**src/sv/assert_macros.svh**
```systemverilog
// Assertion macros shared by the x86 decoder RTL.
`ifndef ASSERT_MACROS_SVH
`define ASSERT_MACROS_SVH
`ifndef NO_ASSERTIONS
`define X86D_ASSERT(lbl, clk, rst, prop) \
   lbl: assert property (@(posedge clk) disable iff (rst) prop) \
      else $error("x86d assertion failed");
`define X86D_NEVER(lbl, clk, rst, expr) \
   lbl: assert property (@(posedge clk) disable iff (rst) !(expr)) \
      else $error("x86d forbidden condition seen");
`else
`define X86D_ASSERT(lbl, clk, rst, prop)
`define X86D_NEVER(lbl, clk, rst, expr)
`endif
`endif

```
**src/sv/x86d_pkg.sv**
```systemverilog
// Types, constants and opcode classification for the x86 decoder.
package x86d_pkg;

   typedef enum logic [5:0] {
      PH_OPCODE = 6'b000001,
      PH_MODRM  = 6'b000010,
      PH_DISP   = 6'b000100,
      PH_IMM    = 6'b001000,
      PH_SHORT  = 6'b010000,
      PH_AAM    = 6'b100000
   } phase_type;

   typedef enum logic [3:0] {
      FM_NONE,
      FM_UNSUP,
      FM_PREFIX,
      FM_MODRM,
      FM_GRPIMM,
      FM_TEST,
      FM_IMM8,
      FM_IMM16,
      FM_SHORT,
      FM_AAM
   } form_type;

   localparam logic [2:0] SEG_NONE   = 3'd0;
   localparam logic       STATUS_OK  = 1'b0;
   localparam logic       STATUS_UNSUP = 1'b1;
   localparam logic [2:0] LEN_MAX    = 3'd7;
   localparam logic [2:0] RM_DIRECT  = 3'b110;
   localparam logic [2:0] REG_TEST   = 3'd0;
   localparam logic [7:0] OP_GRP_IMM16 = 8'h81;
   localparam logic [7:0] OP_TEST_W  = 8'hF7;

   typedef struct packed {
      phase_type   phase;
      logic [7:0]  held_opcode;
      logic [7:0]  held_modrm;
      logic [15:0] disp_accum;
      logic [15:0] imm_accum;
      logic [1:0]  bytes_pending;
      logic [2:0]  held_prefix;
      logic [15:0] addr_counter;
      logic [15:0] instr_start;
      logic [2:0]  byte_count;
   } state_type;

   typedef struct packed {
      logic [7:0]         opcode;
      logic [2:0]         op_extension;
      logic [1:0]         mode_field;
      logic [2:0]         rm_field;
      logic               has_modrm;
      logic signed [15:0] displacement;
      logic [15:0]        immediate;
      logic [2:0]         segment_prefix;
      logic [15:0]        branch_target;
      logic [15:0]        instr_address;
      logic [2:0]         length;
      logic               status;
   } rec_type;

   function automatic form_type form_of(input logic [7:0] op);
      form_type f;
      f = FM_NONE;
      if (op == 8'h26 || op == 8'h2E || op == 8'h36 || op == 8'h3E) f = FM_PREFIX;
      else if (op < 8'h40) begin
         if (op[2:0] < 3'd4) f = FM_MODRM;
         else if (op[2:0] == 3'd4) f = FM_IMM8;
         else if (op[2:0] == 3'd5) f = FM_IMM16;
         else f = FM_NONE;
      end
      else if (op < 8'h70) f = FM_NONE;
      else if (op < 8'h80) f = FM_SHORT;
      else if (op < 8'h84) f = FM_GRPIMM;
      else if (op == 8'h8C || op == 8'h8E) f = FM_UNSUP;
      else if (op < 8'h90) f = FM_MODRM;
      else if (op == 8'h90 || op == 8'h9A) f = FM_UNSUP;
      else if (op < 8'hA0) f = FM_NONE;
      else if (op == 8'hA8) f = FM_IMM8;
      else if (op == 8'hA9) f = FM_IMM16;
      else if (op < 8'hB0) f = FM_UNSUP;
      else if (op < 8'hB8) f = FM_IMM8;
      else if (op < 8'hC0) f = FM_IMM16;
      else if (op == 8'hC2 || op == 8'hCA) f = FM_IMM16;
      else if (op == 8'hC4 || op == 8'hC5) f = FM_MODRM;
      else if (op == 8'hC6 || op == 8'hC7) f = FM_UNSUP;
      else if (op == 8'hCD) f = FM_IMM8;
      else if (op < 8'hD0) f = FM_NONE;
      else if (op < 8'hD4) f = FM_MODRM;
      else if (op == 8'hD4) f = FM_AAM;
      else if (op == 8'hD5 || op == 8'hD6) f = FM_NONE;
      else if (op < 8'hE0) f = FM_UNSUP;
      else if (op < 8'hE4 || op == 8'hEB) f = FM_SHORT;
      else if (op < 8'hE8) f = FM_IMM8;
      else if (op < 8'hEB) f = FM_UNSUP;
      else if (op == 8'hF6 || op == 8'hF7) f = FM_TEST;
      else if (op >= 8'hFE) f = FM_MODRM;
      else f = FM_NONE;
      return f;
   endfunction

   function automatic logic [1:0] disp_len(input logic [7:0] m);
      logic [1:0] n;
      n = 2'd0;
      case (m[7:6])
         2'd0: n = (m[2:0] == RM_DIRECT) ? 2'd2 : 2'd0;
         2'd1: n = 2'd1;
         2'd2: n = 2'd2;
         default: n = 2'd0;
      endcase
      return n;
   endfunction

   function automatic logic [1:0] imm_len(input logic [7:0] op, input logic [7:0] m);
      form_type f;
      logic [1:0] n;
      f = form_of(op);
      n = 2'd0;
      case (f)
         FM_IMM8:   n = 2'd1;
         FM_IMM16:  n = 2'd2;
         FM_GRPIMM: n = (op == OP_GRP_IMM16) ? 2'd2 : 2'd1;
         FM_TEST: begin
            if (m[5:3] == REG_TEST) n = (op == OP_TEST_W) ? 2'd2 : 2'd1;
         end
         default:   n = 2'd0;
      endcase
      return n;
   endfunction

   function automatic state_type clear_state(input state_type s);
      state_type c;
      c = s;
      c.phase         = PH_OPCODE;
      c.held_opcode   = 8'h00;
      c.held_modrm    = 8'h00;
      c.disp_accum    = 16'h0000;
      c.imm_accum     = 16'h0000;
      c.bytes_pending = 2'd0;
      c.held_prefix   = SEG_NONE;
      c.byte_count    = 3'd0;
      return c;
   endfunction

endpackage

```
**src/sv/x86d_step.sv**
```systemverilog
// Next-state and record logic for one code byte of the x86 decoder.
module x86d_step (
   input  x86d_pkg::state_type state_cur,
   input  logic [7:0]          code_byte,
   output x86d_pkg::state_type state_nxt,
   output logic                rec_emit,
   output x86d_pkg::rec_type   rec
);

   x86d_pkg::state_type c;
   x86d_pkg::form_type  f_byte;
   x86d_pkg::form_type  f_rec;
   logic [1:0]  dl_byte;
   logic [1:0]  dl_held;
   logic [1:0]  il_byte;
   logic [1:0]  il_held;
   logic [1:0]  total;
   logic [1:0]  pend_dec;
   logic        byte_hi;
   logic        status;
   logic        clear;
   logic        mr;
   logic [15:0] target;
   logic [15:0] placed;

   always_comb begin
      f_byte  = x86d_pkg::form_of(code_byte);
      dl_byte = x86d_pkg::disp_len(code_byte);
      dl_held = x86d_pkg::disp_len(state_cur.held_modrm);
      il_byte = x86d_pkg::imm_len(state_cur.held_opcode, code_byte);
      il_held = x86d_pkg::imm_len(state_cur.held_opcode, state_cur.held_modrm);
      pend_dec = (state_cur.bytes_pending != 2'd0) ? state_cur.bytes_pending - 2'd1 : 2'd0;
      total = (state_cur.phase == x86d_pkg::PH_DISP) ? dl_held : il_held;
      byte_hi = total[0] ^ state_cur.bytes_pending[0];
      placed = byte_hi ? {code_byte, 8'h00} : {8'h00, code_byte};

      c = state_cur;
      rec_emit = 1'b0;
      status = x86d_pkg::STATUS_OK;
      clear = 1'b0;
      c.addr_counter = state_cur.addr_counter + 16'd1;
      if (state_cur.phase == x86d_pkg::PH_OPCODE && state_cur.byte_count == 3'd0)
         c.instr_start = state_cur.addr_counter;
      if (state_cur.byte_count != x86d_pkg::LEN_MAX)
         c.byte_count = state_cur.byte_count + 3'd1;
      target = c.addr_counter + {{8{code_byte[7]}}, code_byte};

      unique case (state_cur.phase)
         x86d_pkg::PH_OPCODE: begin
            c.held_opcode = code_byte;
            case (f_byte)
               x86d_pkg::FM_PREFIX: c.held_prefix = {1'b0, code_byte[4:3]} + 3'd1;
               x86d_pkg::FM_NONE:   rec_emit = 1'b1;
               x86d_pkg::FM_UNSUP: begin
                  rec_emit = 1'b1;
                  status = x86d_pkg::STATUS_UNSUP;
               end
               x86d_pkg::FM_IMM8: begin
                  c.phase = x86d_pkg::PH_IMM;
                  c.bytes_pending = 2'd1;
               end
               x86d_pkg::FM_IMM16: begin
                  c.phase = x86d_pkg::PH_IMM;
                  c.bytes_pending = 2'd2;
               end
               x86d_pkg::FM_SHORT: c.phase = x86d_pkg::PH_SHORT;
               x86d_pkg::FM_AAM:   c.phase = x86d_pkg::PH_AAM;
               default:            c.phase = x86d_pkg::PH_MODRM;
            endcase
         end
         x86d_pkg::PH_MODRM: begin
            c.held_modrm = code_byte;
            if (dl_byte != 2'd0) begin
               c.phase = x86d_pkg::PH_DISP;
               c.bytes_pending = dl_byte;
            end else if (il_byte != 2'd0) begin
               c.phase = x86d_pkg::PH_IMM;
               c.bytes_pending = il_byte;
            end else begin
               rec_emit = 1'b1;
            end
         end
         x86d_pkg::PH_DISP: begin
            c.disp_accum = state_cur.disp_accum | placed;
            c.bytes_pending = pend_dec;
            if (pend_dec == 2'd0) begin
               if (dl_held == 2'd1 && c.disp_accum[7]) c.disp_accum[15:8] = 8'hFF;
               if (il_held != 2'd0) begin
                  c.phase = x86d_pkg::PH_IMM;
                  c.bytes_pending = il_held;
               end else begin
                  rec_emit = 1'b1;
               end
            end
         end
         x86d_pkg::PH_IMM: begin
            c.imm_accum = state_cur.imm_accum | placed;
            c.bytes_pending = pend_dec;
            if (pend_dec == 2'd0) rec_emit = 1'b1;
         end
         x86d_pkg::PH_SHORT: begin
            c.disp_accum = {{8{code_byte[7]}}, code_byte};
            rec_emit = 1'b1;
         end
         x86d_pkg::PH_AAM: clear = 1'b1;
         default:          clear = 1'b1;
      endcase

      f_rec = x86d_pkg::form_of(c.held_opcode);
      mr = (status == x86d_pkg::STATUS_OK) &&
           (f_rec == x86d_pkg::FM_MODRM || f_rec == x86d_pkg::FM_GRPIMM ||
            f_rec == x86d_pkg::FM_TEST);

      rec.opcode = c.held_opcode;
      rec.op_extension = 3'd0;
      if (mr) begin
         rec.op_extension = c.held_modrm[5:3];
      end else if (status == x86d_pkg::STATUS_OK) begin
         case (c.held_opcode) inside
            [8'h40:8'h5F], [8'h91:8'h97], [8'hB0:8'hBF]:
               rec.op_extension = c.held_opcode[2:0];
            default: rec.op_extension = 3'd0;
         endcase
      end
      rec.mode_field     = mr ? c.held_modrm[7:6] : 2'd0;
      rec.rm_field       = mr ? c.held_modrm[2:0] : 3'd0;
      rec.has_modrm      = mr;
      rec.displacement   = status ? 16'sd0 : $signed(c.disp_accum);
      rec.immediate      = status ? 16'd0 : c.imm_accum;
      rec.segment_prefix = c.held_prefix;
      rec.branch_target  = (status == x86d_pkg::STATUS_OK && f_rec == x86d_pkg::FM_SHORT) ?
                           target : 16'd0;
      rec.instr_address  = c.instr_start;
      rec.length         = c.byte_count;
      rec.status         = status;

      state_nxt = (rec_emit || clear) ? x86d_pkg::clear_state(c) : c;
   end

endmodule

```
**src/sv/x86_16_instruction_decoder.sv**
```systemverilog
// Top level of the byte-serial x86 16-bit instruction decoder.
// Throughput: one code byte per cycle, sustained, while results are taken and csr_valid is low.
// A record is registered and appears on rsp_ in the cycle after the transfer of its last byte.
// req_stall rises while the result register is full and stalled, while csr_valid is high, or while live_ff is clear.
// Reset (synchronous) clears the decode state, sets both address counters to 0
// and clears live_ff, which holds req_stall high and csr_ready low.
`include "assert_macros.svh"

module x86_16_instruction_decoder (
   input  logic               clock,
   input  logic               reset,
   input  logic               req_valid,
   output logic               req_stall,
   input  logic [7:0]         req_code_byte,
   output logic               rsp_valid,
   input  logic               rsp_stall,
   output logic [7:0]         rsp_opcode,
   output logic [2:0]         rsp_op_extension,
   output logic [1:0]         rsp_mode_field,
   output logic [2:0]         rsp_rm_field,
   output logic               rsp_has_modrm,
   output logic signed [15:0] rsp_displacement,
   output logic [15:0]        rsp_immediate,
   output logic [2:0]         rsp_segment_prefix,
   output logic [15:0]        rsp_branch_target,
   output logic [15:0]        rsp_instr_address,
   output logic [2:0]         rsp_length,
   output logic               rsp_status,
   input  logic               csr_valid,
   output logic               csr_ready,
   input  logic [15:0]        csr_start_address
);

   x86d_pkg::state_type state_ff;
   x86d_pkg::state_type state_in;
   x86d_pkg::state_type step_nxt;
   x86d_pkg::rec_type   step_rec;
   x86d_pkg::rec_type   rsp_rec_ff;
   logic                step_emit;
   logic                rsp_valid_ff;
   logic                rsp_valid_in;
   logic                live_ff;
   logic                csr_wr;
   logic                byte_xfer;

   x86d_step u_step (
      .state_cur (state_ff),
      .code_byte (req_code_byte),
      .state_nxt (step_nxt),
      .rec_emit  (step_emit),
      .rec       (step_rec)
   );

   assign csr_ready = live_ff;
   assign req_stall = ~live_ff | (rsp_valid_ff & rsp_stall) | csr_valid;
   assign csr_wr    = csr_valid & csr_ready;
   assign byte_xfer = req_valid & ~req_stall;

   always_comb begin
      state_in = state_ff;
      if (csr_wr) begin
         state_in = x86d_pkg::clear_state(state_ff);
         state_in.addr_counter = csr_start_address;
         state_in.instr_start  = csr_start_address;
      end else if (byte_xfer) begin
         state_in = step_nxt;
      end
   end

   always_comb begin
      rsp_valid_in = rsp_valid_ff;
      if (byte_xfer && step_emit) rsp_valid_in = 1'b1;
      else if (!rsp_stall) rsp_valid_in = 1'b0;
   end

   always_ff @(posedge clock) begin
      if (reset) begin
         live_ff      <= 1'b0;
         rsp_valid_ff <= 1'b0;
         state_ff     <= x86d_pkg::clear_state('0);
      end else begin
         live_ff      <= 1'b1;
         rsp_valid_ff <= rsp_valid_in;
         state_ff     <= state_in;
      end
   end

   always_ff @(posedge clock) begin
      if (byte_xfer && step_emit) rsp_rec_ff <= step_rec;
   end

   assign rsp_valid          = rsp_valid_ff;
   assign rsp_opcode         = rsp_rec_ff.opcode;
   assign rsp_op_extension   = rsp_rec_ff.op_extension;
   assign rsp_mode_field     = rsp_rec_ff.mode_field;
   assign rsp_rm_field       = rsp_rec_ff.rm_field;
   assign rsp_has_modrm      = rsp_rec_ff.has_modrm;
   assign rsp_displacement   = rsp_rec_ff.displacement;
   assign rsp_immediate      = rsp_rec_ff.immediate;
   assign rsp_segment_prefix = rsp_rec_ff.segment_prefix;
   assign rsp_branch_target  = rsp_rec_ff.branch_target;
   assign rsp_instr_address  = rsp_rec_ff.instr_address;
   assign rsp_length         = rsp_rec_ff.length;
   assign rsp_status         = rsp_rec_ff.status;

   `X86D_ASSERT(a_csr_restarts, clock, reset, csr_wr |=> state_ff.phase == x86d_pkg::PH_OPCODE && state_ff.byte_count == 3'd0)
   `X86D_ASSERT(a_addr_advance, clock, reset, byte_xfer |=> state_ff.addr_counter == $past(state_ff.addr_counter) + 16'd1)
   `X86D_NEVER(n_zero_length, clock, reset, rsp_valid_ff && rsp_rec_ff.length == 3'd0)
   `X86D_NEVER(n_unsup_operands, clock, reset, rsp_valid_ff && rsp_rec_ff.status == x86d_pkg::STATUS_UNSUP && (rsp_rec_ff.has_modrm || rsp_rec_ff.immediate != 16'd0 || rsp_rec_ff.displacement != 16'sd0))
   `X86D_NEVER(n_idle_midinstr, clock, reset, state_ff.byte_count == 3'd0 && state_ff.phase != x86d_pkg::PH_OPCODE)

endmodule
```
**config.mk**
```make
export PLATFORM = sky130hd
export DESIGN_NAME = x86_16_instruction_decoder
export DESIGN_NICKNAME = d
export VERILOG_FILES = /design/src/sv/x86d_pkg.sv /design/src/sv/x86d_step.sv /design/src/sv/x86_16_instruction_decoder.sv
export VERILOG_INCLUDE_DIRS = /design/src /design/src/sv
export SDC_FILE = /design/constraint.sdc
export NUM_CORES = 1
export LEC_CHECK = 0
export BUFFER_PORTS_ARGS = -buffer_cell sky130_fd_sc_hd__buf_2
export CAP_MARGIN = 20
export CORE_UTILIZATION = 64
export DETAILED_ROUTE_END_ITERATION = 12
export PLACE_DENSITY_LB_ADDON = 0.12
export SLEW_MARGIN = 20
export SYNTH_ARGS = -nofsm -noshare
export SYNTH_HDL_FRONTEND = slang
export SYNTH_SLANG_ARGS = --single-unit
export TNS_END_PERCENT = 5
```
**constraint.sdc**
```tcl
create_clock -name clock -period 11.24 [get_ports clock]
set_clock_uncertainty 0.05 [all_clocks]
set_input_delay 1.686 -clock clock [delete_from_list [all_inputs] [get_ports clock]]
set_output_delay 1.686 -clock clock [all_outputs]
set_load 0.01 [all_outputs]
```
# Word level (Yosys, flattened, before mapping)
# Cells that the tools add are included.
# totals
regBits,184
latch_bits,0
ram_bits,0
mem_bits_ro,0
input_bits,29
output_inout_bits,91
elab_cells,419
mem_count,0
# op_classes
n_addsub,5
n_mul,0
n_div,0
n_lt_le_gt_ge,57
eq_ne,109
shift,0
muxes,147
n_bitwise,11
n_reduce_logical,66
# ops
op,count
$eq A8 B8 Y1 const B,58
$mux W4,87
$lt A8 B8 Y1 const B,39
$eq A8 B6 Y1 const B,12
$mux W94,1
$mux W35,2
$lt A8 B7 Y1 const B,6
$mux W16,3
$ge A8 B8 Y1 const B,5
$logic_or A1 B1 Y1,36
$eq A4 B3 Y1 const B,8
$mux W8,4
$or A16 B16 Y16,2
$pmux W16 S2,1
$mux W2,14
$mux W3,9
$eq A3 B3 Y1 const B,8
$mux W6,4
$pmux W2 S4,3
$pmux W6 S4,1
$pmux W6 S3,1
$add A16 B1 Y16 const B,1
$add A16 B16 Y16,1
$le A8 B8 Y1 const B,2
other kinds (40),87

# Longest topological paths before layout
# Gate-level depths: netlist (run 1).
# logic_depth
ltp_word,42
mapped_depth,15
ltp_nobuf,14

# Hierarchy
# From an unflattened synthesis (run 1), not the netlist that was laid out.
# hier_totals
hier_cells,1246
area_unflattened_um2,11426.0
# modules_own_cells
mod,n_inst,cells_each,area_each_um2,seq_area_each_um2
x86_16_instruction_decoder,1,476,6498.7,4564.4
x86d_step,1,770,4927.2,0.0

# Worst setup path before layout (run 1)
# Ideal clock, no wire load.
# synth_path
path_kind,input port to flip-flop
start,input req_code_byte[3]
end,"register rsp_rec_ff, in the netlist rsp_branch_target[0] (enable)"
setup_time_ns,0.442
arrival_ns,4.961
required_ns,10.748
slack_ns,5.787
cell_stages,9
path_buffers,1
cell_sequence,buf_2 > inv_2 > ha_1 > and4b_1 > or3_1 > a211oi_4 > inv_1 > a21o_1 > inv_1
# synth_via
elab_chain_len,34
elab_cells_between_ends,90
cone_classes,order compare: 16; eq/ne: 24; mux: 34; reduce/logical: 16
# synth_rtl
item,line,source
"start, declared",x86_16_instruction_decoder.sv:14,"input logic [7:0] req_code_byte,"
$ge A8 B8 Y1 / $eq A8 B8 Y1 (equally long branches),"x86d_pkg.sv:98, x86d_pkg.sv:97",
$mux W2 / $logic_or A1 B1 Y1 (equally long branches),"x86d_pkg.sv:98, x86d_pkg.sv:97",
$mux W4,x86d_pkg.sv:97,else if (op == 8'hF6 || op == 8'hF7) f = FM_TEST;
$mux W4,x86d_pkg.sv:96,else if (op < 8'hEB) f = FM_UNSUP;
$mux W4,x86d_pkg.sv:95,else if (op < 8'hE8) f = FM_IMM8;
$mux W4,x86d_pkg.sv:94,else if (op < 8'hE4 || op == 8'hEB) f = FM_SHORT;
$mux W4,x86d_pkg.sv:93,else if (op < 8'hE0) f = FM_UNSUP;
$mux W4,x86d_pkg.sv:92,else if (op == 8'hD5 || op == 8'hD6) f = FM_NONE;
(+18 left out),n/a,
$mux W4,x86d_pkg.sv:73,else if (op < 8'h70) f = FM_NONE;
$mux W4,x86d_pkg.sv:67,else if (op < 8'h40) begin
$mux W4,x86d_pkg.sv:66,if (op == 8'h26 || op == 8'h2E || op == 8'h36 || op == 8'h3E) f = FM_PREFIX;
$eq A4 B1 Y1 / $logic_not A4 Y1 (equally long branches),x86d_step.sv:51,case (f_byte)
$reduce_or A2 Y1 (no line),n/a,
$mux W1,x86d_step.sv:51,
$pmux W1 S5 (*),x86d_step.sv:48,unique case (state_cur.phase)
$logic_and A1 B1 Y1 (*),x86_16_instruction_decoder.sv:89,if (byte_xfer && step_emit) rsp_rec_ff <= step_rec;
"end signal, assigned",x86_16_instruction_decoder.sv:89,
"end, declared",x86_16_instruction_decoder.sv:38,x86d_pkg::rec_type rsp_rec_ff;
# Every way passes the cells marked *; elsewhere a longest branch is shown, timed or not.
# A chain may end at the register's enable or synchronous reset.

# Worst setup path after layout (run 1)
# layout_path
start,input req_code_byte[4]
end,register state_ff[77] in the netlist's numbering
# layout_via
elab_chain_len,35
elab_cells_between_ends,91
cone_classes,order compare: 16; eq/ne: 24; mux: 35; reduce/logical: 16
# layout_rtl
item,line,source
$ge A8 B8 Y1 / $eq A8 B8 Y1 (equally long branches),"x86d_pkg.sv:98, x86d_pkg.sv:97",
$mux W2 / $logic_or A1 B1 Y1 (equally long branches),"x86d_pkg.sv:98, x86d_pkg.sv:97",
$mux W4,x86d_pkg.sv:97,
$mux W4,x86d_pkg.sv:96,
$mux W4,x86d_pkg.sv:95,
$mux W4,x86d_pkg.sv:94,
$mux W4,x86d_pkg.sv:93,
$mux W4,x86d_pkg.sv:92,
(+19 left out),n/a,
$mux W4,x86d_pkg.sv:67,
$mux W4,x86d_pkg.sv:66,
$eq A4 B1 Y1 / $logic_not A4 Y1 (equally long branches),x86d_step.sv:51,
$reduce_or A2 Y1 (no line),n/a,
$mux W1,x86d_step.sv:51,
$pmux W1 S5 (*),x86d_step.sv:48,
$logic_or A1 B1 Y1 (*),x86d_step.sv:137,state_nxt = (rec_emit || clear) ? x86d_pkg::clear_state(c) : c;
$mux W94 (*),x86d_step.sv:137,
"end signal, assigned",x86_16_instruction_decoder.sv:80,state_ff <= x86d_pkg::clear_state('0);
"end signal, assigned",x86_16_instruction_decoder.sv:84,state_ff <= state_in;
"end, declared",x86_16_instruction_decoder.sv:34,x86d_pkg::state_type state_ff;
# Marks and branches as above.

==> metrics.md, run 1 <==
| Metric | Value |
|---|---|
| Global Route Usage Sum | 33.3% |
| Worst-path clk slew | 0.07 ns |
| DRT antenna net count | 0 |
| Initial Util | 65.9% |
| # hold bufs at CTS | 0 |
| Maximum Capacitance Violations | 0 |
| Slew margin rel. | 29.2% |
| Slew @ Worst Pin | 1.06 ns |
| Hold Crit Class | flip-flop to flip-flop |
| DRC | 0 |
| Cells after synthesis | 1160 |
| Hold Vio Cnt, Final | 0 |
| Final TNS setup | 0 ns |
| Nets@finish | 1266 |
| Worst hold slack | 0.398 ns |
| Finished Layout Cells | 1445 |
| RSZ-0062 raised after global routing | no |
| F_max | 190 MHz |
| Ys flop type | dfxtp_1 |
| Clock buffer count from CTS | 17 |
| Post-Syn Area | 10500 um^2 |
| Post-synthesis compound-gate area fraction | 21.8% |
| Buffers on Ports | 119 |
| Max VDD drop | 0.000108 V |
| Cell area power density | 137 nW/um^2 |
| Post-synthesis net count | 1210 |
| YS warnings | 0 |
| Die Y-Extent | 130 um |
| Final min period | 5.26 ns |
| Post-Route Utilization | 72.8% |
| Routed wire length | 26.9 mm |
| Crit path DAT | 5.54 ns |
| Crit-path slowest cell | nand2_1 |
| Worst path cell trace | buf_2, ha_1, nor2b_1, o2111ai_1, a221o_1, a311o_1, nand3_1, o311ai_1, nor2_2, nand2_1, o211ai_1 |
| Area leader, netlist | edfxtp_1 |
| Synth-to-layout area growth | 10.5% |
| Vias in the first global route | 8730 |
| Part of the cycle the worst path needs | 46.8% |
| Synth area leaders | edfxtp_1, dfxtp_1, a21oi_1 |
| Area of the core | 15900 um^2 |
| Sequential fraction of the synthesis area | 43.4% |
| Largest family of logic cells by synthesized area | compound AO/OA/AOI/OAI gates |
| DP HPWL | 17.5 mm |
| CP Launch Type | input pin |
| Static leakage | 0.00433 uW |
| Synth top area share | 25.1% |
| Post-Synth Adder-Cell Area | 2.57% |
| CTS root buf | clkbuf_16 |
| Row Count | 46 |
| Req. time, crit path | 11.52 ns |
| DRT Pass-1 Iters | 8 |
| Worst-path fanout max | 26 |
| Async set-reset flop share out of synthesis | 0% |
| Wire length per cell | 18.6 um |
| Most numerous cell in the Yosys netlist | nand2_1 |
| Initial antenna violation count | 0 |
| Via count | 9314 |
| Crit-path max cell delay | 0.77 ns |
| EDFF count, synth | 88 |
| Die ar. | 16900 um^2 |
| Post-CTS setup buffers | 0 |
| Initial DRC Count | 1145 |
| DP Cell Count | 1413 |
| Via density | 6.45 |
| Layout cells sized above 1 | 18.7% |
| Mux share of post-synthesis cell area | 3.02% |
| Die Width | 130 um |
| Status | completed |
| CTS tree | yes |
| First-pass GRT wire length | 43.8 mm |
| Post-synthesis cell type count | 91 |
| Post-Synth Simple-Gate Area | 20.5% |
| GR Overflow Total | 0 |
| Count of cells resized by post-cts repair | 0 |
| Clock Sinks | 184 |
| Xor/xnor share of the synthesized area | 2.83% |
| Worst-skew pair later-pin latency | 0.44 ns |
| Kind of critical path | input pin to flip-flop |
| Yosys reg bits | 184 |
| Number of I/O pins | 120 |
| H-tree depth | 4 |
| Crit end category | flip-flop |
| Largest net degree at the start of global routing | 89 |
| Longest Clk Path Bufs | 2 |
| Fin. max-slew vios | 0 |
| Setup violators final | 0 |
| RD Place Congestion | 1.00 |
| Commonest cells in the synthesized netlist | nand2_1, a21oi_1, dfxtp_1 |
| Syn_area_per_cell | 9.06 um^2 |
| ANT cells | 0 |
[kinds of logic (layout without fill, tap and decap cells)]
group           Yosys count  in the layout
xor+xnor                 34             34
simple gates            416            416
mux                      29             29
buf+inv                 130            199
flops                   184            184
compound gates          346            346
fa+ha+maj                21             21
[worst paths after layout]
check	startpoint	end	slack [ns]	cells past startpoint
worst max-delay path	req_code_byte[4]	state_ff[77]	5.98	11
worst min-delay path	state_ff[54]	state_ff[54]	0.40	2
worst max register to register	state_ff[84]	state_ff[77]	6.63	8
worst min register to register	state_ff[54]	state_ff[54]	0.40	2
[power breakdown]
| group | leakage (uW) | switching [uW] | internal [uW] |
|---|---|---|---|
| combinational | 0.00240 | 149 | 74.0 |
| clock | 0.000306 | 293 | 343 |
| sequential | 0.00162 | 11.9 | 715 |
| total | 0.00433 | 454 | 1130 |
[worst max-delay path: cells and delay by family]
family	cells	cell delay, ns
AOI/OAI and AO/OA	5	1.48
and+or+nand+nor	4	1.67
adders and majority gates	1	0.26
buffers and inverters	1	0.43
[flip-flops by register name (all words and copies together) (netlist names)]
| register | flops |
|---|---|
| csr_ready | 1 |
| rsp_branch_target | 16 |
| rsp_displacement | 16 |
| rsp_has_modrm | 1 |
| rsp_immediate | 16 |
| rsp_instr_address | 16 |
| rsp_length | 3 |
| rsp_mode_field | 2 |
| rsp_op_extension | 3 |
| rsp_opcode | 8 |
| rsp_rm_field | 3 |
| rsp_segment_prefix | 3 |
| rsp_status | 1 |
| rsp_valid | 1 |
| state_ff | 94 |
[layout make-up]
class	count	area (um^2)
clock buffer	17	425
clock inverter	15	204
fill	1215	4330
inverter	41	155
multi-input combinational	846	5340
sequential	184	4560
tap	216	270
timing repair buffer	126	652
[placed cells by master, fill, tap and decap left out, types with 8 or more instances in the layout]
cell         n
nor2_4       8
o31ai_1      8
nand2b_1    11
and3_1      11
nor2b_1     12
xnor2_1     17
a22oi_1     24
nand2_1    128
a32o_1       9
ha_1        20
clkbuf_16   17
mux2i_1      9
a31oi_1     31
a21oi_1    101
nor2_1      85
mux2_2      19
o2bb2ai_1   10
nand3_1     46
o21ai_0     40
buf_2      119
nor3_1      24
edfxtp_1    88
dfxtp_1     96
nand4_1     16
nor4_1      12
o211ai_1    21
inv_1       34
xor2_1      17
o21ai_1     21
[routing by layer]
metal	GRT usage (%)	up-vias	routed length [um]
met5	0	-	0
met4	15.5	0	725
met3	6.31	60	2160
met2	54.8	475	13000
met1	42.5	4383	11000
li1	-	4396	-
[per-stage QoR]
step / power [uW] / cell area, um^2 / setup WS [ns]
2_1_floorplan: 906 / 10500 / 5.79
3_3_place_gp: 956 / 11000 / 5.83
3_5_place_dp: 959 / 11000 / 5.67
4_1_cts: 1580 / 11600 / 6.05
5_1_grt: 1640 / 11600 / 5.81
6_report: 1590 / 11600 / 5.98
No activity file was read; power rests on OpenSTA's default activity.
==> run 2, diff against run 1 <==
--- a/config.mk
+++ b/config.mk
@@ -8,7 +8,7 @@
 export LEC_CHECK = 0
 export BUFFER_PORTS_ARGS = -buffer_cell sky130_fd_sc_hd__buf_2
 export CAP_MARGIN = 20
-export CORE_UTILIZATION = 64
+export CORE_UTILIZATION = 59
 export DETAILED_ROUTE_END_ITERATION = 12
 export PLACE_DENSITY_LB_ADDON = 0.12
 export SLEW_MARGIN = 20
==> constraint.sdc (replaced) <==
create_clock -name clock -period 5.02 [get_ports clock]
set_clock_uncertainty 0.05 [all_clocks]
set_input_delay 0.753 -clock clock [delete_from_list [all_inputs] [get_ports clock]]
set_output_delay 0.753 -clock clock [all_outputs]
set_load 0.01 [all_outputs]
==> run 2 against run 1 <==
Effect of this change:
- total power grew 120%
- sequential share of layout area shrank 0.21 points
- die area grew 8.3%
- highest routed layer unchanged
- non-clock buffer count grew 9
- hold slack gained 0.0027 ns
- critical path depth grew 3
- first-iteration DRC count shrank 31%
- combinational power grew 130%
==> metrics.md, run 2 (synthesized netlist as in run 1, its figures left out) <==
| Metric | Value |
|---|---|
| Largest net degree at the start of global routing | 89 (unchanged) |
| Initial antenna violation count | 0 (unchanged) |
| Routed wire length | 27.6 mm (+2.6%) |
| Buffers on Ports | 119 (unchanged) |
| Final TNS setup | 0 ns (unchanged) |
| Kind of critical path | flip-flop to flip-flop |
| # hold bufs at CTS | 0 (unchanged) |
| Area of the core | 17400 um^2 (+8.9%) |
| Via count | 9236 (-0.84%) |
| Crit-path slowest cell | dfxtp_1 |
| Vias in the first global route | 8399 (-3.8%) |
| F_max | 259 MHz |
| Fin. max-slew vios | 0 (unchanged) |
| Pwr Total | 3510 uW (+120%) |
| Most flops, register | state_ff |
| CTS root buf | clkbuf_16 |
| DRT Pass-1 Iters | 5 (-3) |
| Setup violators final | 0 (unchanged) |
| Wire length per cell | 18.8 um (+1.4%) |
| Die Y-Extent | 135 um (+4.1%) |
| Part of the cycle the worst path needs | 76.8% |
| First-pass GRT wire length | 43.8 mm (about the same) |
| Cell family with most CP delay | compound AO/OA/AOI/OAI gates |
| Worst-path fanout max | 5 (-81%) |
| Layout cells sized above 1 | 19.3% (+0.59 points) |
| Die ar. | 18400 um^2 (+8.3%) |
| Clock Sinks | 184 (unchanged) |
| Worst-skew pair later-pin latency | 0.45 ns (about the same) |
| DRT antenna net count | 0 (unchanged) |
| Nets@finish | 1275 (+0.71%) |
| ANT cells | 0 (unchanged) |
| Number of I/O pins | 120 (unchanged) |
| Via density | 6.31 (-2.1%) |
| Crit-path max cell delay | 0.43 ns (-0.34 ns) |
| Global Route Usage Sum | 30.6% (-2.7 points) |
| Row Count | 48 (+4.3%) |
| WP buf/inv | 0 (-1) |
| Cell area power density | 301 nW/um^2 (+120%) |
| FF/Latch Area | 4560 um^2 (unchanged) |
| DRC | 0 (unchanged) |
| RSZ-0062 raised after global routing | no |
| Max reg flops | 94 (unchanged) |
| Crit path DAT | 4.00 ns (-1.54 ns) |
| Worst path cell trace | ha_1, and3_1, and3_1, and3_1, xor2_1, ha_1, nand3_1, nor3_1, a311o_1, o41ai_1, o21a_1, o21ai_0, xnor2_1, nor2_4 |
| Hold Crit Class | flip-flop to flip-flop |
| Fill count | 1428 (+18%) |
| Initial DRC Count | 794 (-31%) |
| Commonest non-fill, non-tap cell in the layout | nand2_1 |
| Count of cells resized by post-cts repair | 0 (unchanged) |
| RD Place Congestion | 1.01 (+0.40%) |
| Synth-to-layout area growth | 11.1% |
| CP dominant cell by count | and3_1 |
| Maximum Capacitance Violations | 0 (unchanged) |
| CTS tree | yes |
| Longest Clk Path Bufs | 2 (unchanged) |
| Most frequent cells in the layout | nand2_1, buf_2, a21oi_1 |
| Worst-path clk slew | 0.08 ns (about the same) |
| Post-CTS setup buffers | 0 (unchanged) |
| Clock buffer count from CTS | 17 (unchanged) |
| CP Launch Type | flip-flop |
| Worst hold slack | 0.400 ns (+0.00268 ns) |
| DP HPWL | 18.3 mm (+4.4%) |
| Max VDD drop | 0.000245 V (+130%) |
| Multi-input gate area | 5340 um^2 (unchanged) |
| Req. time, crit path | 5.17 ns (-6.35 ns) |
| H-tree depth | 4 (unchanged) |
| Hold Vio Cnt, Final | 0 (unchanged) |
| Static leakage | 0.00436 uW (+0.81%) |
| Slew margin rel. | 25.3% (-3.9 points) |
| Die Width | 135 um (+4.1%) |
| Status | completed |
| Slew @ Worst Pin | 1.12 ns (+0.0625 ns) |
| Final min period | 3.86 ns |
| Crit end category | flip-flop |
| Final setup margin | 1.16 ns (-4.82 ns) |
| Setup slack at placement | 1.04 ns (-4.64 ns) |
| Initial Util | 60.6% (-5.4 points) |
| GR Overflow Total | 0 (unchanged) |
run 2: worst min-delay path: stages, from the launching register on:
cell	delay, ns
dfxtp_1	0.31
inv_1	0.05
a21oi_1	0.05
run 2: cell type report:
| cell class | instances | area share [%] |
|---|---|---|
| timing repair buffer | 135 | 6.24 |
| multi-input combinational | 846 | 45.8 |
| inverter | 41 | 1.33 |
| clock inverter | 14 | 1.41 |
| clock buffer | 18 | 3.76 |
| sequential | 184 | 39.1 |
| tap | 225 | 2.41 |
run 2: power by group:
part           switching [uW]  internal, uW
sequential               26.3          1600
combinational             335           170
clock                     686           690
run 2: metal layers:
layer | global-route usage, % | share of wire (%) | up-vias
met5 | 0 | 0 | -
met4 | 12.2 | 2.5 | 0
met3 | 5.24 | 7.1 | 53
met2 | 48.7 | 47 | 397
met1 | 41.4 | 44 | 4366
li1 | - | - | 4420
run 2: path summary, 6_finish.rpt:
check | startpoint | endpoint | slack [ns] | depth (start not counted)
min | state_ff[45] | state_ff[45] | 0.40 | 2
min reg2reg | state_ff[45] | state_ff[45] | 0.40 | 2
max | state_ff[20] | rsp_branch_target[15] | 1.16 | 14
max reg2reg | state_ff[20] | rsp_branch_target[15] | 1.16 | 14
run 2: stage by stage:
| step | cells | area, um^2 | utilization [%] |
|---|---|---|---|
| final | 1463 | 11700 | 67.3 |
| after CTS | 1463 | 11700 | 67.3 |
| after floorplan | 1160 | 10500 | - |
| after detailed placement | 1431 | 11100 | 63.8 |
| after global placement | 1431 | 11100 | 63.8 |
| after global routing | 1463 | 11700 | 67.3 |
==> run 3, diff against run 2 <==
--- a/config.mk
+++ b/config.mk
@@ -8,7 +8,7 @@
 export LEC_CHECK = 0
 export BUFFER_PORTS_ARGS = -buffer_cell sky130_fd_sc_hd__buf_2
 export CAP_MARGIN = 20
-export CORE_UTILIZATION = 59
+export CORE_UTILIZATION = 54
 export DETAILED_ROUTE_END_ITERATION = 12
 export PLACE_DENSITY_LB_ADDON = 0.12
 export SLEW_MARGIN = 20
==> constraint.sdc (replaced) <==
create_clock -name clock -period 3.4 [get_ports clock]
set_clock_uncertainty 0.05 [all_clocks]
set_input_delay 0.51 -clock clock [delete_from_list [all_inputs] [get_ports clock]]
set_output_delay 0.51 -clock clock [all_outputs]
set_load 0.01 [all_outputs]
==> run 3 against run 2 <==
Effect of this change:
- worst setup slack worse by 1.0 ns
- hold slack worse by 0.091 ns
- core utilization is 0.91 points lower
- total power is 51% higher
- fmax is 18% higher
- first-iteration DRC count is 6.0% lower
- via count is 2.4% higher
- critical path depth is 1 lower
- die area is 9.1% higher
- largest cell class unchanged
- clock power is 48% higher
- non-clock buffer count is 88 higher
==> metrics.md, run 3 (synthesized netlist as in run 1, its figures left out) <==
| Metric | Value |
|---|---|
| Initial DRC Count | 746 (-6.0%) |
| Combinational Power Share | 16.2% (+1.8 points) |
| Fin. max-slew vios | 0 (unchanged) |
| Synth-to-layout area growth | 19.3% |
| DRC | 0 (unchanged) |
| Worst-path clk slew | 0.08 ns (about the same) |
| Clk pwr share | 38.5% (-0.7 points) |
| Clock Sinks | 184 (unchanged) |
| Crit-path slowest cell | a311o_1 |
| Crit end category | flip-flop |
| Status | completed |
| Crit-path max cell delay | 0.33 ns (-0.10 ns) |
| Int Pwr | 3750 uW (+53%) |
| Initial antenna violation count | 0 (unchanged) |
| F_max | 307 MHz (+18%) |
| Via density | 5.96 (-5.6%) |
| Fill count | 1633 (+14%) |
| Sw frac | 29.0% (-0.87 points) |
| Req. time, crit path | 3.54 ns (-1.63 ns) |
| Multi-input gate area | 5400 um^2 (+1.1%) |
| Worst Setup EP | rsp_branch_target[15] |
| Critical Path Source | state_ff[19] |
| Crit path DAT | 3.40 ns (-0.60 ns) |
| CTS tree | yes |
| Max VDD drop | 0.000340 V (+39%) |
| H-tree depth | 4 (unchanged) |
| Die Y-Extent | 142 um (+4.5%) |
| Part of the cycle the worst path needs | 95.9% (+19 points) |
| Most frequent cells in the layout | nand2_1, buf_2, a21oi_1 |
| Hold Crit Class | input pin to flip-flop |
| Via count | 9456 (+2.4%) |
| Die ar. | 20000 um^2 (+9.1%) |
| Worst r2r src | state_ff[19] |
| Reg2reg end | rsp_branch_target[15] |
| Setup violators final | 0 (unchanged) |
| Pwr Total | 5290 uW (+51%) |
| Buffers on Ports | 119 (unchanged) |
| Worst hold slack | 0.309 ns (-0.0912 ns) |
| GR Overflow Total | 0 (unchanged) |
| Number of I/O pins | 120 (unchanged) |
| NetSw | 1530 uW (+46%) |
| Maximum Capacitance Violations | 0 (unchanged) |
| Longest Clk Path Bufs | 2 (unchanged) |
| DP HPWL | 20.6 mm (+13%) |
| Hold Vio Cnt, Final | 0 (unchanged) |
| Wire length per cell | 18.1 um (-3.9%) |
| Kind of critical path | flip-flop to flip-flop |
| First-pass GRT wire length | 45.7 mm (+4.2%) |
| Worst reg2reg path depth | 13 (-1) |
| Slew margin rel. | 52.3% (+27 points) |
| WP buf/inv | 1 (+1) |
| Cell area power density | 422 nW/um^2 (+40%) |
| Max reg flops | 94 (unchanged) |
| DRT Pass-1 Iters | 5 (unchanged) |
| Cell family with most CP delay | compound AO/OA/AOI/OAI gates |
| Worst-skew pair later-pin latency | 0.43 ns (-0.02 ns) |
| Setup slack at placement | 0.0348 ns (-1.00 ns) |
| RSZ-0062 raised after global routing | yes |
| Worst R2R Setup Slack | 0.14 ns (-1.02 ns) |
| DRT antenna net count | 0 (unchanged) |
| Die Width | 142 um (+4.5%) |
| Final min period | 3.26 ns (-0.596 ns) |
| Critical path depth in cells | 13 (-1) |
| Final TNS setup | 0 ns (unchanged) |
| Vias in the first global route | 8907 (+6.0%) |
| Clock buffer count from CTS | 17 (unchanged) |
| ANT cells | 0 (unchanged) |
| Initial Util | 55.6% (-4.9 points) |
| Layout cells sized above 1 | 25.2% (+5.9 points) |
| Global Route Usage Sum | 28.9% (-1.7 points) |
| Post-CTS setup buffers | 0 (unchanged) |
| # hold bufs at CTS | 0 (unchanged) |
| CTS root buf | clkbuf_16 |
| Final setup margin | 0.139 ns (-1.02 ns) |
| FF/Latch Area | 4570 um^2 (about the same) |
| Static leakage | 0.00485 uW (+11%) |
| CP Launch Type | flip-flop |
| Most flops, register | state_ff |
| Post-Route Utilization | 66.4% (-0.91 points) |
| Row Count | 50 (+4.2%) |
| Worst path cell trace | ha_1, and3_2, and3_1, and3_1, xor2_1, ha_1, buf_4, a311o_1, o41ai_2, o21a_1, o21ai_0, xnor2_1, nor2_4 |
| Area of the core | 18900 um^2 (+8.9%) |
| RD Place Congestion | 0.922 (-8.3%) |
| Largest net degree at the start of global routing | 60 (-33%) |
| Nets@finish | 1363 (+6.9%) |
| Reg power frac | 45.3% (-1.1 points) |
| Worst-path fanout max | 4 (-1) |
| Commonest non-fill, non-tap cell in the layout | nand2_1 |
| Slew @ Worst Pin | 0.715 ns (-0.402 ns) |
| Routed wire length | 28.7 mm (+4.2%) |
==> run 3: cell type report <==
class / count / area share, %
clock buffers: 18 / 3.42
multi-input cells: 846 / 43.1
inverters: 41 / 1.26
well taps: 260 / 2.60
flip-flops and latches: 184 / 36.4
clock inverters: 14 / 1.46
repair buffers: 223 / 11.8
==> run 3: timing repair <==
| item | in CTS | in global routing |
|---|---|---|
| setup endpoints to repair | 0 | 93 |
| endpoints found under the hold margin | 0 | 0 |
| resized for setup | 0 | 7 |
==> run 3: routing by layer <==
metal / share of wire (%) / GRT usage, % / up-vias
met2: 49 / 48.1 / 340
li1: - / - / 4593
met1: 43 / 38.0 / 4471
met3: 6.0 / 5.16 / 52
met5: 0 / 0 / -
met4: 2.1 / 9.85 / 0
==> run 3: how the worst min path moves through the flow <==
stage	from	endpoint	slack, ns	depth (start not counted)
after floorplan	state_ff[40]	state_ff[40]	0.38	2
after global placement	state_ff[41]	state_ff[41]	0.38	2
after detailed placement	state_ff[45]	state_ff[45]	0.39	2
after CTS	csr_start_address[3]	state_ff[22]	0.29	3
after global routing	csr_start_address[7]	state_ff[26]	0.30	3
final	csr_start_address[12]	state_ff[15]	0.31	3
==> run 3: worst register-to-register path: stages (launching register included) <==
cell and delay [ns]:
dfxtp_1 0.32, ha_1 0.21, and3_2 0.25, and3_1 0.20, and3_1 0.20, xor2_1 0.15
ha_1 0.30, buf_4 0.15, a311o_1 0.33, o41ai_2 0.28, o21a_1 0.20, o21ai_0 0.11
xnor2_1 0.25, nor2_4 0.04
==> run 3: metrics by stage <==
stage | area, um^2 | instances
2_1_floorplan | 10600 | 1160
5_1_grt | 12500 | 1586
3_5_place_dp | 11900 | 1554
3_3_place_gp | 11900 | 1554
4_1_cts | 12500 | 1586
6_report | 12500 | 1586
==> run 3: power by group through the flow <==
| stage | Combinational (uW) | Clock, uW | Sequential [uW] |
|---|---|---|---|
| finish | 855 | 2040 | 2390 |
| floorplan | 554 | 0 | 2450 |
| global route | 929 | 2150 | 2400 |
| CTS | 846 | 2070 | 2390 |
| detailed placement | 843 | 0 | 2440 |
| global placement | 838 | 0 | 2440 |
